$ cat config.mk
export PLATFORM = sky130hd
export DESIGN_NAME = motor_command_packet_decoder_unit
export DESIGN_NICKNAME = d
export VERILOG_FILES = /design/src/mcpd_pkg.sv /design/src/mcpd_front.sv /design/src/mcpd_queue.sv /design/src/mcpd_back.sv /design/src/motor_command_packet_decoder_unit.sv
export SDC_FILE = /design/constraint.sdc
export NUM_CORES = 1
export LEC_CHECK = 0
export ABC_AREA = 1
export BUFFER_PORTS_ARGS = -buffer_cell sky130_fd_sc_hd__buf_2
export CAP_MARGIN = 0
export CELL_PAD_IN_SITES_DETAIL_PLACEMENT = 0
export CELL_PAD_IN_SITES_GLOBAL_PLACEMENT = 1
export CORE_UTILIZATION = 30
export DETAILED_ROUTE_END_ITERATION = 6
export PLACE_DENSITY = 0.51
export SLEW_MARGIN = 20
export SYNTH_ARGS = -nofsm -noshare
export SYNTH_HDL_FRONTEND = slang
export SYNTH_SLANG_ARGS = --single-unit
$ cat constraint.sdc
create_clock -name clk -period 6.79 [get_ports clk]
set_input_delay 0 -clock clk [delete_from_list [all_inputs] [get_ports clk]]
set_output_delay 0 -clock clk [all_outputs]
set_load 0.005 [all_outputs]
$ cat src/mcpd_pkg.sv
// ----------------------------------------------------------------------------
// mcpd_pkg
// Shared types and constants for the motor command packet decoder.
// ----------------------------------------------------------------------------
package mcpd_pkg;

  // Framing
  localparam logic [7:0] START_MARK = 8'hFF;
  localparam logic [7:0] DATA_FILL  = 8'hFF;

  // Escape byte codes
  localparam logic [7:0] ESC_LOWER = 8'd1;
  localparam logic [7:0] ESC_UPPER = 8'd2;
  localparam logic [7:0] ESC_BOTH  = 8'd3;

  // Raw command codes
  localparam logic [7:0] CMD_DUTY = 8'd0;
  localparam logic [7:0] CMD_CCW  = 8'd1;
  localparam logic [7:0] CMD_CW   = 8'd2;

  // Classified command kinds, as reported on the result
  localparam logic [1:0] KIND_DUTY    = 2'd0;
  localparam logic [1:0] KIND_CCW     = 2'd1;
  localparam logic [1:0] KIND_CW      = 2'd2;
  localparam logic [1:0] KIND_UNKNOWN = 2'd3;

  // Reset values
  localparam logic [15:0] PERIOD_RESET = 16'd2000;
  localparam logic [15:0] DUTY_RESET   = 16'd250;

  // Queue between front and back
  localparam int QUEUE_DEPTH = 4;
  localparam int QUEUE_AW    = $clog2(QUEUE_DEPTH);

  // One decoded packet, ready to execute
  typedef struct packed {
    logic [1:0]  kind;
    logic [15:0] data;
  } pkt_t;

endpackage

$ cat src/mcpd_front.sv
// ----------------------------------------------------------------------------
// mcpd_front
// Byte framer: tracks the packet position, holds command and data bytes,
// applies the escape byte and pushes one classified packet per frame.
// ----------------------------------------------------------------------------
module mcpd_front import mcpd_pkg::*; (
  input  logic       clk,
  input  logic       rst,
  input  logic       in_valid,
  output logic       in_stall,
  input  logic [7:0] rx_byte,
  input  logic       queue_full,
  output logic       push,
  output pkt_t       push_data
);

  localparam logic [2:0] POS_IDLE  = 3'd0;
  localparam logic [2:0] POS_CMD   = 3'd1;
  localparam logic [2:0] POS_UPPER = 3'd2;
  localparam logic [2:0] POS_LOWER = 3'd3;
  localparam logic [2:0] POS_ESC   = 3'd4;

  logic [2:0] byte_position;
  logic [2:0] byte_position_next;
  logic [1:0] kind_held;
  logic [7:0] upper_held;
  logic [7:0] lower_held;
  logic       accept;
  logic [7:0] upper_fix;
  logic [7:0] lower_fix;

  assign in_stall = queue_full;
  assign accept   = in_valid && !in_stall;

  // Advance the packet position
  always_comb begin
    byte_position_next = byte_position;
    case (byte_position)
      POS_IDLE:  if (rx_byte == START_MARK) byte_position_next = POS_CMD;
      POS_CMD:   byte_position_next = POS_UPPER;
      POS_UPPER: byte_position_next = POS_LOWER;
      POS_LOWER: byte_position_next = POS_ESC;
      POS_ESC:   byte_position_next = POS_IDLE;
      default:   byte_position_next = POS_IDLE;
    endcase
  end

  always_ff @(posedge clk) begin
    if (rst) begin
      byte_position <= POS_IDLE;
    end else if (accept) begin
      byte_position <= byte_position_next;
    end
  end

  // Hold the classified command and the data bytes
  always_ff @(posedge clk) begin
    if (accept) begin
      if (byte_position == POS_CMD) begin
        case (rx_byte)
          CMD_DUTY: kind_held <= KIND_DUTY;
          CMD_CCW:  kind_held <= KIND_CCW;
          CMD_CW:   kind_held <= KIND_CW;
          default:  kind_held <= KIND_UNKNOWN;
        endcase
      end
      if (byte_position == POS_UPPER) upper_held <= rx_byte;
      if (byte_position == POS_LOWER) lower_held <= rx_byte;
    end
  end

  // Restore data bytes named by the escape byte
  always_comb begin
    upper_fix = upper_held;
    lower_fix = lower_held;
    case (rx_byte)
      ESC_LOWER: lower_fix = DATA_FILL;
      ESC_UPPER: upper_fix = DATA_FILL;
      ESC_BOTH: begin
        lower_fix = DATA_FILL;
        upper_fix = DATA_FILL;
      end
      default: ;
    endcase
  end

  assign push           = accept && (byte_position == POS_ESC);
  assign push_data.kind = kind_held;
  assign push_data.data = {upper_fix, lower_fix};

endmodule

$ cat src/mcpd_queue.sv
// ----------------------------------------------------------------------------
// mcpd_queue
// Small first-in first-out queue of decoded packets between front and back.
// ----------------------------------------------------------------------------
module mcpd_queue import mcpd_pkg::*; (
  input  logic clk,
  input  logic rst,
  input  logic push,
  input  pkt_t push_data,
  output logic full,
  output logic pop_valid,
  input  logic pop,
  output pkt_t pop_data
);

  pkt_t              entries [QUEUE_DEPTH];
  logic [QUEUE_AW-1:0] wr_ptr;
  logic [QUEUE_AW-1:0] rd_ptr;
  logic [QUEUE_AW:0]   count;
  logic                do_push;
  logic                do_pop;

  assign full      = (count == (QUEUE_AW+1)'(QUEUE_DEPTH));
  assign pop_valid = (count != '0);
  assign do_push   = push && !full;
  assign do_pop    = pop && pop_valid;
  assign pop_data  = entries[rd_ptr];

  // Store the pushed packet
  always_ff @(posedge clk) begin
    if (do_push) begin
      entries[wr_ptr] <= push_data;
    end
  end

  // Advance pointers and count
  always_ff @(posedge clk) begin
    if (rst) begin
      wr_ptr <= '0;
      rd_ptr <= '0;
      count  <= '0;
    end else begin
      if (do_push) wr_ptr <= wr_ptr + 1'b1;
      if (do_pop)  rd_ptr <= rd_ptr + 1'b1;
      case ({do_push, do_pop})
        2'b10:   count <= count + 1'b1;
        2'b01:   count <= count - 1'b1;
        default: count <= count;
      endcase
    end
  end

endmodule

$ cat src/mcpd_back.sv
// ----------------------------------------------------------------------------
// mcpd_back
// Packet executor: scales duty data by the period (multiply stage), divides
// by full scale, updates compare and direction and drives the result.
// ----------------------------------------------------------------------------
module mcpd_back import mcpd_pkg::*; (
  input  logic        clk,
  input  logic        rst,
  input  logic [15:0] pwm_period,
  input  logic        pop_valid,
  output logic        pop,
  input  pkt_t        pop_data,
  output logic        out_valid,
  input  logic        out_stall,
  output logic [15:0] compare_value,
  output logic        dir_ccw,
  output logic [1:0]  cmd_kind
);

  logic        s1_valid;
  logic [1:0]  s1_kind;
  logic [31:0] s1_product;
  logic        s1_load;
  logic        out_load;
  logic [31:0] quot_sum;
  logic [15:0] quotient;
  logic [15:0] duty_compare;
  logic        direction_ccw;
  logic [15:0] duty_compare_next;
  logic        direction_ccw_next;

  assign out_load = s1_valid && (!out_valid || !out_stall);
  assign s1_load  = pop_valid && (!s1_valid || out_load);
  assign pop      = s1_load;

  // Multiply stage
  always_ff @(posedge clk) begin
    if (rst) begin
      s1_valid <= 1'b0;
    end else if (s1_load) begin
      s1_valid <= 1'b1;
    end else if (out_load) begin
      s1_valid <= 1'b0;
    end
  end

  always_ff @(posedge clk) begin
    if (s1_load) begin
      s1_kind    <= pop_data.kind;
      s1_product <= pwm_period * pop_data.data;
    end
  end

  // Divide by 65535: floor(p / (2^16-1)) = (p + (p >> 16) + 1) >> 16
  assign quot_sum = s1_product + {16'd0, s1_product[31:16]} + 32'd1;
  assign quotient = quot_sum[31:16];

  // Apply the command to compare and direction
  always_comb begin
    duty_compare_next  = duty_compare;
    direction_ccw_next = direction_ccw;
    case (s1_kind)
      KIND_DUTY: duty_compare_next  = quotient;
      KIND_CCW:  direction_ccw_next = 1'b1;
      KIND_CW:   direction_ccw_next = 1'b0;
      default:   ;
    endcase
  end

  always_ff @(posedge clk) begin
    if (rst) begin
      duty_compare  <= DUTY_RESET;
      direction_ccw <= 1'b0;
    end else if (out_load) begin
      duty_compare  <= duty_compare_next;
      direction_ccw <= direction_ccw_next;
    end
  end

  // Output register: hold while stalled
  always_ff @(posedge clk) begin
    if (rst) begin
      out_valid <= 1'b0;
    end else if (out_load) begin
      out_valid <= 1'b1;
    end else if (!out_stall) begin
      out_valid <= 1'b0;
    end
  end

  always_ff @(posedge clk) begin
    if (out_load) begin
      compare_value <= duty_compare_next;
      dir_ccw       <= direction_ccw_next;
      cmd_kind      <= s1_kind;
    end
  end

endmodule

$ cat src/motor_command_packet_decoder_unit.sv
// ----------------------------------------------------------------------------
// motor_command_packet_decoder_unit
// Decodes five-byte motor command packets (start, command, upper, lower,
// escape) from a byte stream into PWM compare and direction updates.
//
// Usage:
//   Input in_valid/in_stall/rx_byte takes one byte per cycle if not stalled.
//   Output channel out_valid/out_stall carries one result per completed
//   packet: compare_value, dir_ccw and cmd_kind.
//   Configuration: cfg_write with cfg_data loads pwm_period (reset 2000).
//   Path: a packet whose escape byte is taken passes through the queue into
//   the multiply stage and then into the output register, where its result
//   is offered. Throughput: one byte per cycle while in_stall is low; the
//   multiply stage and the output register each handle one packet per cycle
//   while out_stall is low.
//   Reset (rst, synchronous) returns to awaiting a start byte, compare 250,
//   clockwise, empty queue.
//   When out_stall holds, the result register and multiply stage hold and
//   up to four packets collect in the queue; in_stall rises only when the
//   queue is full.
// ----------------------------------------------------------------------------
module motor_command_packet_decoder_unit import mcpd_pkg::*; (
  input  logic        clk,
  input  logic        rst,
  input  logic        cfg_write,
  input  logic [15:0] cfg_data,
  input  logic        in_valid,
  output logic        in_stall,
  input  logic [7:0]  rx_byte,
  output logic        out_valid,
  input  logic        out_stall,
  output logic [15:0] compare_value,
  output logic        dir_ccw,
  output logic [1:0]  cmd_kind
);

  logic [15:0] pwm_period;
  logic        push;
  pkt_t        push_data;
  logic        queue_full;
  logic        pop_valid;
  logic        pop;
  pkt_t        pop_data;

  // Hold the period register
  always_ff @(posedge clk) begin
    if (rst) begin
      pwm_period <= PERIOD_RESET;
    end else if (cfg_write) begin
      pwm_period <= cfg_data;
    end
  end

  mcpd_front u_front (
    .clk        (clk),
    .rst        (rst),
    .in_valid   (in_valid),
    .in_stall   (in_stall),
    .rx_byte    (rx_byte),
    .queue_full (queue_full),
    .push       (push),
    .push_data  (push_data)
  );

  mcpd_queue u_queue (
    .clk       (clk),
    .rst       (rst),
    .push      (push),
    .push_data (push_data),
    .full      (queue_full),
    .pop_valid (pop_valid),
    .pop       (pop),
    .pop_data  (pop_data)
  );

  mcpd_back u_back (
    .clk           (clk),
    .rst           (rst),
    .pwm_period    (pwm_period),
    .pop_valid     (pop_valid),
    .pop           (pop),
    .pop_data      (pop_data),
    .out_valid     (out_valid),
    .out_stall     (out_stall),
    .compare_value (compare_value),
    .dir_ccw       (dir_ccw),
    .cmd_kind      (cmd_kind)
  );

endmodule
# ---- Yosys cells after proc, flatten, opt, wreduce, memory -nomap -nowiden
# Memories as Yosys holds them, arrays and structs flattened. A register that Yosys moved wholly into a read port is not among the register bits.
# Cells that the tools add are included.
dict set report classes {
  add_sub_neg 6
  multipliers 1
  n_eq_ne 15
  muxes 16
  n_reduce_logical 24
}
# operator count
set ops {}
lappend ops {{32-bit by 1-bit adder with 32-bit output (second input constant)} 1}
lappend ops {{32-bit by 16-bit adder with 32-bit output} 1}
lappend ops {{16-bit by 16-bit multiplier with 32-bit output} 1}
lappend ops {{8-bit by 2-bit == test with 1-bit output (second input constant)} 2}
lappend ops {{16-bit 2-to-1 mux} 1}
lappend ops {{8-bit 2-to-1 mux} 2}
lappend ops {{3-bit one-hot mux with 4 select lines} 1}
lappend ops {{8-bit by 1-bit == test with 1-bit output (second input constant)} 1}
lappend ops {{8-bit == test (second input constant)} 1}
lappend ops {{8-bit zero test} 1}
lappend ops {{2-bit AND reduction} 4}
lappend ops {{3-bit by 2-bit == test with 1-bit output (second input constant)} 2}
lappend ops {{3-bit == test (second input constant)} 2}
lappend ops {{1-bit logical AND} 6}
lappend ops {{1-bit 2-to-1 mux} 6}
lappend ops {{2-bit one-hot mux with 3 select lines} 1}
lappend ops {{3-bit one-hot mux with 2 select lines} 1}
lappend ops {{2-bit by 1-bit adder with 2-bit output (second input constant)} 2}
lappend ops {{2-bit by 1-bit == test with 1-bit output (second input constant)} 2}
lappend ops {{2-bit == test (second input constant)} 2}
lappend ops {{1-bit zero test} 4}
lappend ops {{2-bit 2-to-1 mux} 2}
lappend ops {{2-bit by 1-bit inequality test with 1-bit output (second input constant)} 2}
lappend ops {{2-bit nonzero test} 2}
lappend ops {{other kinds (10)} 12}
dict set report word_totals {
  regBits 116
  ramBits 72
  out_inout_bits 21
  elab_cells 80
  mem_count 1
}
# memory depth width read_ports rd_clocked_by_memory_dff wr line_no
set memory_table {}
lappend memory_table {u_queue.entries 4 18 1 1 1 mcpd_queue.sv:16} ;# pkt_t entries [QUEUE_DEPTH];

# ---- Longest topological paths before layout
# Gate-level depths: netlist of run 1.
dict set report depth {
  word_depth 8
  mapped_depth 31
  ltp_nobuf 28
}

# ---- Hierarchy
# Synthesis of run 1 repeated with hierarchy kept, for this count alone.
dict set report unflattened {
  hier_cells 2149
  hier_area_um2 17759.5
}
# mod instances cells_each area_per_inst_um2 seq_area_each_um2
set by_module_without_submodules {}
lappend by_module_without_submodules {mcpd_back 1 1717 12929.9 1971.9}
lappend by_module_without_submodules {mcpd_queue 1 243 3266.9 2342.2}
lappend by_module_without_submodules {mcpd_front 1 99 917.1 600.6}
lappend by_module_without_submodules {motor_command_packet_decoder_unit 1 90 645.6 320.3}

# ---- Least setup slack after synthesis of run 1
# No wires, ideal clock.
dict set report synth_path {
  path_type {reg-to-reg}
  startpoint {reg (tool-made name)}
  endpoint {reg u_back.s1_product[30], data pin}
  setup_time_ps 257
  arrival_ps 5561
  t_required_ps 6533
  slack_ps 972
  stages_incl_launch_ff 31
  path_buffers 3
  synth_period_minus_slack_ps 5818
  cell_sequence {dfxtp_1 buf_2 inv_2 buf_4 nand2_1 nand3_1 nand2_1 inv_1 buf_2 nand2_1 fa_1 inv_1 fa_1 inv_1 fa_1 inv_1 fa_1 fa_1 inv_1 fa_1 inv_1 ha_1 a21o_1 nand2_1 nand2_1 nand2_1 inv_1 or2_0 a21oi_1 nand2_1 xor2_1}
}
# element line_no
set synth_lines {}
lappend synth_lines {{end signal, assigned} mcpd_back.sv:50} ;# s1_product <= pwm_period * pop_data.data;
lappend synth_lines {{end, declared} mcpd_back.sv:22} ;# logic [31:0] s1_product;

==> results of run 1 <==
cell usage after synthesis (5+ instances only):
master    count  area share, %
fa_1        195             23
edfxtp_1    143             25
nand3_1      81            2.4
inv_1       416            9.1
a21oi_1      80            2.3
xnor2_1       7           0.36
nor4_1        5           0.18
and2_1        5           0.18
nor2_2        5           0.18
ha_1        126            9.2
or2_2         9           0.33
clkbuf_1     27           0.59
inv_2         6           0.13
nand3_2       9           0.53
o21ai_0      50            1.5
xor2_1       20            1.0
nor3_1       12           0.35
nand2_2      10           0.37
nor2_1      209            4.6
nand2_1     476             10
nand4_1       8           0.29
buf_2        16           0.47
dfxtp_1      47            5.5
cells in the final DEF (no fill, tap or decap), types with 5 or more instances in the layout:
| master | instances |
|---|---|
| nand2_1 | 476 |
| inv_1 | 410 |
| nor2_1 | 208 |
| fa_1 | 195 |
| edfxtp_1 | 143 |
| ha_1 | 126 |
| nand3_1 | 81 |
| a21oi_1 | 80 |
| o21ai_0 | 50 |
| buf_2 | 49 |
| dfxtp_1 | 47 |
| buf_4 | 45 |
| dlygate4sd3_1 | 39 |
| xor2_1 | 20 |
| clkbuf_16 | 17 |
| nor3_1 | 12 |
| nand2_2 | 10 |
| nand3_2 | 9 |
| or2_2 | 9 |
| nand4_1 | 8 |
| clkinvlp_4 | 7 |
| xnor2_1 | 7 |
| inv_2 | 6 |
| nor2_2 | 5 |
| nor4_1 | 5 |
| and2_1 | 5 |
stage by stage:
step / setup WS [ns] / util [%] / cell area [µm²] / cells
3_3_place_gp: 0.2892 / 32.72 / 18450 / 2812
2_1_floorplan: 0.9724 / - / 17130 / 2009
5_1_grt: 0.09631 / 34.59 / 19500 / 2883
6_report: 0.4400 / 34.59 / 19500 / 2883
4_1_cts: 0.3104 / 34.55 / 19480 / 2883
3_5_place_dp: 0.3410 / 32.72 / 18450 / 2812
cell type report:
class                           count  area share (%)
Clock inverter                     15           1.110
Clock buffer                       17           2.181
Tap cell                          756           4.850
Multi-Input combinational cell   1346           51.71
Timing Repair Buffer              133           4.991
Inverter                          426           8.314
Sequential cell                   190           26.84
registers in the layout, indices dropped and copies added (netlist names), 2 cells and up, named ones only:
signal,cells
u_front.byte_position,3
u_front.kind_held,2
u_back.cmd_kind,2
u_back.compare_value,16
u_queue.wr_ptr,2
u_front.lower_held,8
u_queue.entries,72
u_queue.count,3
u_queue.rd_ptr,2
u_back.duty_compare,16
u_back.s1_product,32
pwm_period,16
u_front.upper_held,8
u_back.s1_kind,2
critical path: stages, from the launching register on:
cell	delay [ns]
dfxtp_1	0.35
buf_4	0.36
nand2_1	0.10
nand3_1	0.10
nand2_1	0.16
clkinvlp_4	0.29
nand2_1	0.11
fa_1	0.49
inv_1	0.05
fa_1	0.49
inv_1	0.05
fa_1	0.53
inv_1	0.05
fa_1	0.47
fa_1	0.49
inv_1	0.05
fa_1	0.47
inv_1	0.04
ha_1	0.39
nand2_1	0.15
nor2_1	0.20
inv_1	0.07
nor2_1	0.17
nand3_1	0.10
nand3_1	0.11
xor2_1	0.28
kinds of logic (layout without fill, tap and decap cells):
family	count (synthesis)	after routing	share of synthesized area, %
and+or+nand+nor	839	839	20.32
adders and majority gates	321	321	31.99
AOI/OAI and AO/OA	159	159	5.142
xor gates and xnor gates	27	27	1.380
buffers and inverters	473	591	10.61
DFF	190	190	30.56
metal layers:
layer	vias to the layer above	global-route usage, %	routed length [µm]
met4	0	3.951	692
li1	6384	-	-
met1	6534	24.75	23700
met2	207	29.75	23690
met3	35	2.917	1877
met5	-	0	0
how the worst max path moves through the flow:
stage / to / slack, ns / depth (start not counted)
final: u_back.s1_product[29] / 0.44 / 25
after detailed placement: u_back.s1_product[29] / 0.34 / 25
after floorplan: u_back.s1_product[30] / 0.97 / 30
after global placement: u_back.s1_product[29] / 0.29 / 25
after CTS: u_back.s1_product[29] / 0.31 / 25
after global routing: u_back.s1_product[29] / 0.1 / 25
repair_timing:
item	in CTS	in global routing
hold buffers	39	0
hold endpoints to repair	38	0
gates resized for setup	0	6
endpoints found under the setup margin	0	5
setup buffers	0	0
==> flow_summary.ini, run 1 <==
[run_status]
status = complete, no violations

[cts]
htreeDepth = 4
numCtsBuffers = 17
cts_tree = done
root_buffer = clkbuf_16
insertion_delay_ns = 0.49
clk_pin_slew_ns = 0.08
cts_buffer_depth = 2
cts_sinks = 190

[die]
start_util_pct = 30.38
fp.dieArea_um2 = 58060
rows = 87
core_um2 = 56390
die_x_um = 241.0
io_pins = 50
die-height_um = 241.0

[grt]
grt_pass1_wl_um = 77270
grt_max_degree = 47
grt_pass1_vias = 13400
antenna_found_initial = 0
grt_use_total_pct = 18.03
overflow = 0

[synth]
netlist_instances = 2009
async_reset_ff_share_pct = 0
synthFlopType = edfxtp_1
synth-edff-count = 143
avgSynthCellArea_um2 = 8.527
ys_seq_elements = 190
synth_nets = 2359
synth.distinct_cells = 42
synth-seq-area-share_pct = 30.56
yosys_warnings = 0
syn-cell-area_um2 = 17130

[routing]
ant_nets = 0
wire_per_inst_um = 17.33
wl_um = 49950
drc_errors = 0
drtPass1Iterations = 5
via_count = 13160
drt_iter0_markers = 772
via_per_inst = 4.565

[timing]
timing.fmax_mhz = 157.5
period_needed_ns = 6.350
hold_viol_final = 0
whs_ns = 0.2792
max_slew_margin_pct = 44.93
fin_crit_sh_pct = 93.52
max_slew.worst_pin.slew_ns = 0.8229
fin_skew_ns = 0.02292
final.setup.tns_ns = 0
drv_slew = 0
finalSetupViolations = 0
rsz0062_at_grt = false

[layout]
fillCellCount = 5993
n_antenna_cell = 0
area_growth_pct = 13.86
drive_gt1_share_pct = 8.745
nets = 2464
seq_area_um2 = 5235
multiInputGateArea_um2 = 10090

[worst_setup_path]
rrSetupSlack_ns = 0.44
required_ns = 7.06
worstPathArrival_ns = 6.62
reg2regPathDepth = 25
rr_endpoint = u_back.s1_product[29]
cp-end-kind = register
crit_path_max_fanout = 36
start_kind = register
crit_type = reg2reg

[flow_run]
maxCapViolations = 0

[min_path]
hp-start = rx_byte[4]
holdPathStages = 2
holdPathEnd = u_front.upper_held[4]
hp-class = in2reg

[placed_design]
port_buffers = 49
place.gp.congestion = 0.8418
dp_hpwl_um = 40530
Power of run 1 is left out: the tool's default activity adds up to more than one toggle a clock period on the data nets, which glitch-free logic cannot reach.
==> run 2: changes to the inputs <==
- ABC_AREA: 1 -> not set
- PLACE_DENSITY: 0.51 -> 0.49
==> flow_summary.ini, run 2 <==
[synth]
synth_nets = 1837
yosys-top-cells-count = inv_1, fa_1, nand2_1, edfxtp_1, and2_1
synth-seq-area-share_pct = 32.64
ys_seq_elements = 190
synth-edff-count = 143
avgSynthCellArea_um2 = 10.78
netlist.area_leader.share_pct = 26.78
yosys.area.top_type = edfxtp_1
syn-cell-area_um2 = 16040
synth_most_common_cell = inv_1
synth_area_leaders = edfxtp_1, fa_1, ha_1, inv_1, dfxtp_1
synthFlopType = edfxtp_1
netlist_instances = 1487
synth.distinct_cells = 60
yosys_warnings = 0
async_reset_ff_share_pct = 0

[routing]
ant_nets = 0
drc_errors = 0
wire_per_inst_um = 17.91
drt_iter0_markers = 545
via_count = 10570
wl_um = 41150
via_per_inst = 4.597
drtPass1Iterations = 4

[placed_design]
place.gp.congestion = 0.7814
place_area_um2 = 17390
dp_cells = 2225
port_buffers = 49
dp_hpwl_um = 32050

[min_path]
hp-class = in2reg

[worst_setup_path]
crit_type = reg2reg
cp-end-kind = register
crit_path_max_fanout = 12
worstPathArrival_ns = 6.79
start_kind = register
required_ns = 7.03

[grt]
antenna_found_initial = 0
grt_use_total_pct = 15.64
overflow = 0
grt_max_degree = 38
grt_pass1_wl_um = 63380
grt_pass1_vias = 11160

[die]
die_x_um = 233.2
start_util_pct = 30.46
io_pins = 50
fp.dieArea_um2 = 54380
die-height_um = 233.2
rows = 84
core_um2 = 52660

[cts]
root_buffer = clkbuf_16
clk_pin_slew_ns = 0.08
cts_tree = done
insertion_delay_ns = 0.48
numCtsBuffers = 17
htreeDepth = 4
cts_sinks = 190
cts_buffer_depth = 2

[layout]
layout_commonest_cell = inv_1
drive_gt1_share_pct = 11.68
stdcell_area_um2 = 18500
nets = 1947
largest_reg_flops = 72
fin_cells = 2298
largest_register = u_queue.entries
layout_top_registers = u_queue.entries: 72 flops, u_back.s1_product: 32 flops
area_growth_pct = 15.34
final_cell_mix = inv_1, fa_1, nand2_1
n_antenna_cell = 0

[run_status]
status = complete, no violations

[timing]
hold_viol_final = 0
max_slew_margin_pct = 34.49
final.setup.tns_ns = 0
finalSetupViolations = 0
timing.fmax_mhz = 152.6
period_needed_ns = 6.553
fin_skew_ns = 0.01306
max_slew.worst_pin.slew_ns = 0.9827
drv_slew = 0
fin_crit_sh_pct = 96.50

[flow_run]
maxCapViolations = 0
-- run 2: cell count changes after synthesis, moves of 11 or more --
cell	previous run	this run
xnor2_1	7	30
and2_1	5	130
buf_2	16	3
clkbuf_1	27	48
inv_1	416	261
o21ai_0	50	21
nand2_1	476	167
mux2i_1	0	21
nand3_1	81	14
nor2_1	209	59
nand2b_1	0	20
a21o_1	2	13
mux4_2	0	18
a21oi_1	80	56
-- run 2: through the flow --
stage	utilization [%]	setup slack, ns	hold slack, ns
2_1_floorplan	-	0.08496	0.09887
3_3_place_gp	33.02	0.09576	0.2147
3_5_place_dp	33.02	0.06640	0.2176
4_1_cts	34.68	0.05984	0.06441
5_1_grt	35.13	-0.03976	0.08827
6_report	35.13	0.2373	0.08642
-- run 2: routing by layer --
| layer | up-vias | GRT usage [%] | share of wire [%] |
|---|---|---|---|
| met4 | 0 | 4.739 | 1.8 |
| met5 | - | 0 | 0 |
| li1 | 5022 | - | - |
| met1 | 5402 | 19.57 | 46 |
| met3 | 34 | 2.698 | 2.5 |
| met2 | 107 | 27.32 | 50 |
-- run 2: final cells by class --
class	instances	area, µm²
fill	5313	34160
inverter	261	979.7
clock inverter	14	183.9
tap	688	860.8
timing repair buffer	141	1051
sequential	190	5235
multi-input combinational	986	9757
clock buffer	18	429.2
-- run 2: path summary, 6_finish.rpt --
kind	startpoint	endpoint	slack (ns)	cells after the start
hold / removal	rst	u_back.out_valid	0.09	3
setup / recovery	register	u_back.s1_product[31]	0.24	22
hold reg to reg	u_back.s1_kind[1]	u_back.cmd_kind[1]	0.48	0
setup reg to reg	register	u_back.s1_product[31]	0.24	22
-- run 2: logic make-up after synthesis --
| logic type | Yosys count | synth area share (%) |
|---|---|---|
| AND/OR/NAND/NOR | 433 | 13.51 |
| adder cells (fa/ha/maj) | 321 | 34.17 |
| buffers and inverters | 314 | 7.381 |
| flip-flops | 190 | 32.64 |
| AO/OA/AOI/OAI | 142 | 5.813 |
| XOR/XNOR | 47 | 2.567 |
| multiplexers | 40 | 3.909 |
-- run 2: critical path, cell delays in order (launching register included) --
cell	delay, ns
dfxtp_1	0.36
buf_12	0.17
mux4_2	0.62
and2_1	0.22
fa_1	0.54
inv_1	0.05
fa_1	0.48
fa_1	0.53
inv_1	0.06
fa_1	0.48
fa_1	0.52
inv_1	0.05
fa_1	0.47
inv_1	0.04
ha_1	0.28
and2_1	0.17
a2111oi_1	0.36
buf_4	0.19
a31oi_2	0.11
a41oi_1	0.23
buf_4	0.16
o31ai_2	0.07
xnor2_1	0.14
-- run 2: timing repair --
action,4_1_cts,5_1_grt
setup buffers,0,12
endpoints found under the hold margin,38,0
resized for setup,0,12
hold buffers,26,0
setup endpoints to repair,0,9
Power of run 2 is left out for the same reason.
==> run 3: changes to the inputs <==
- PLACE_DENSITY: 0.49 -> 0.6
==> flow_summary.ini, run 3 (synthesis gave the netlist of run 2 again) <==
[run_status]
status = complete, no violations

[cts]
clk_pin_slew_ns = 0.08
cts_tree = done
insertion_delay_ns = 0.49
numCtsBuffers = 17
cts_buffer_depth = 2
cts_sinks = 190
root_buffer = clkbuf_16
htreeDepth = 4

[layout]
n_antenna_cell = 0
area_growth_pct = 15.14
nets = 1946
drive_gt1_share_pct = 11.50
fin_cells = 2297
postLayoutCoreUtil_pct = 35.07
largest_register = u_queue.entries
layout_commonest_cell = inv_1
final_cell_mix = inv_1, fa_1, nand2_1
fillCellCount = 5269
largest_reg_flops = 72
layout_top_registers = u_queue.entries: 72 flops, u_back.s1_product: 32 flops

[worst_setup_path]
crit_type = reg2reg
crit_path_max_fanout = 8
cpPeakStageDelay_ns = 0.74
crit_path_frequent_cell = fa_1
required_ns = 7.03
cp-end-kind = register
rrSetupSlack_ns = 0.23
start_kind = register
path_cells = mux4_1 -> and2_1 -> fa_1 -> inv_1 -> fa_1 -> fa_1 -> inv_1 -> fa_1 -> fa_1 -> inv_1 -> fa_1 -> inv_1 -> ha_1 -> and2_1 -> a2111oi_1 -> buf_4 -> a31oi_2 -> a41oi_1 -> buf_4 -> o21bai_1 -> xor2_1
worstPathArrival_ns = 6.81
slowest_stage = mux4_1

[timing]
fin_crit_sh_pct = 96.67
final.setup.tns_ns = 0
drv_slew = 0
max_slew.worst_pin.slew_ns = 0.9734
period_needed_ns = 6.564
hold_viol_final = 0
fin_ws_ns = 0.2258
max_slew_margin_pct = 35.11
fin_skew_ns = 0.01163
finalSetupViolations = 0
timing.fmax_mhz = 152.3

[placed_design]
port_buffers = 49
place.gp.congestion = 0.7962
dp_cells = 2224
dp_hpwl_um = 29800
post-place-ws_ns = -0.001715

[routing]
ant_nets = 0
drc_errors = 0
drt_iter0_markers = 449
via_count = 10630
via_per_inst = 4.626
wl_um = 38830
drtPass1Iterations = 5
wire_per_inst_um = 16.91

[die]
io_pins = 50
rows = 84
core_um2 = 52660
fp.dieArea_um2 = 54380
die_x_um = 233.2
die-height_um = 233.2
start_util_pct = 30.46

[grt]
grt_use_total_pct = 14.69
antenna_found_initial = 0
grt_pass1_vias = 11070
grt_max_degree = 38
grt_pass1_wl_um = 60180
overflow = 0

[min_path]
hp-class = in2reg

[flow_run]
maxCapViolations = 0
[run 3: cell types whose count changed in the layout (fill, tap and decap cells not counted), sizes merged]
cell / before / now
buf: 115 / 113
bufinv: 1 / 0
clkbuf: 18 / 17
clkinv: 4 / 5
inv: 270 / 271
mux4: 21 / 22
[run 3: repair_timing]
item | in CTS | in global routing
pin swaps | 0 | 3
resized for setup | 1 | 11
setup endpoints to repair | 1 | 8
cloned | 0 | 4
buffers inserted | 0 | 11
hold buffers | 26 | 0
hold endpoints to repair | 38 | 0
[run 3: cell type report]
type,count,area [µm²],area share (%)
clock buffer,17,425.4,2.304
clock inverter,15,178.9,0.9690
inverter,261,979.7,5.306
multi-input combinational,987,9777,52.95
sequential,190,5240,28.38
tap,688,860.8,4.662
timing repair buffer,139,1002,5.428
[run 3: worst paths after layout]
check / to / from / cells past startpoint
worst max register to register: u_back.s1_product[25] / register / 21
worst min register to register: u_back.cmd_kind[1] / u_back.s1_kind[1] / 0
worst min-delay path: u_back.direction_ccw / rst / 3
worst max-delay path: u_back.s1_product[25] / register / 21
[run 3: worst max-delay path, delay by kind of cell, from the launching register on]
| family | cells | cell delay (ns) |
|---|---|---|
| DFF | 1 | 0.44 |
| muxes | 1 | 0.74 |
| and+or+nand+nor | 2 | 0.42 |
| adders and majority gates | 7 | 3.21 |
| AOI/OAI and AO/OA | 4 | 0.81 |
| xor gates and xnor gates | 1 | 0.14 |
| buffers and inverters | 6 | 0.57 |
[run 3: through the flow]
stage | hold WS, ns | instance area, µm²
final | 0.07201 | 18460
after global routing | 0.06753 | 18460
after CTS | 0.04447 | 18220
after detailed placement | 0.2204 | 17360
after global placement | 0.2212 | 17360
after floorplan | 0.09887 | 16040
[run 3: layer usage]
layer,wire length (µm),global-route usage (%),share of wire [%]
met3,1444,2.649,3.7
met2,19130,25.08,49
met1,17470,18.58,45
met5,0,0,0
met4,792,5.025,2.0
Power of run 3 is left out for the same reason.
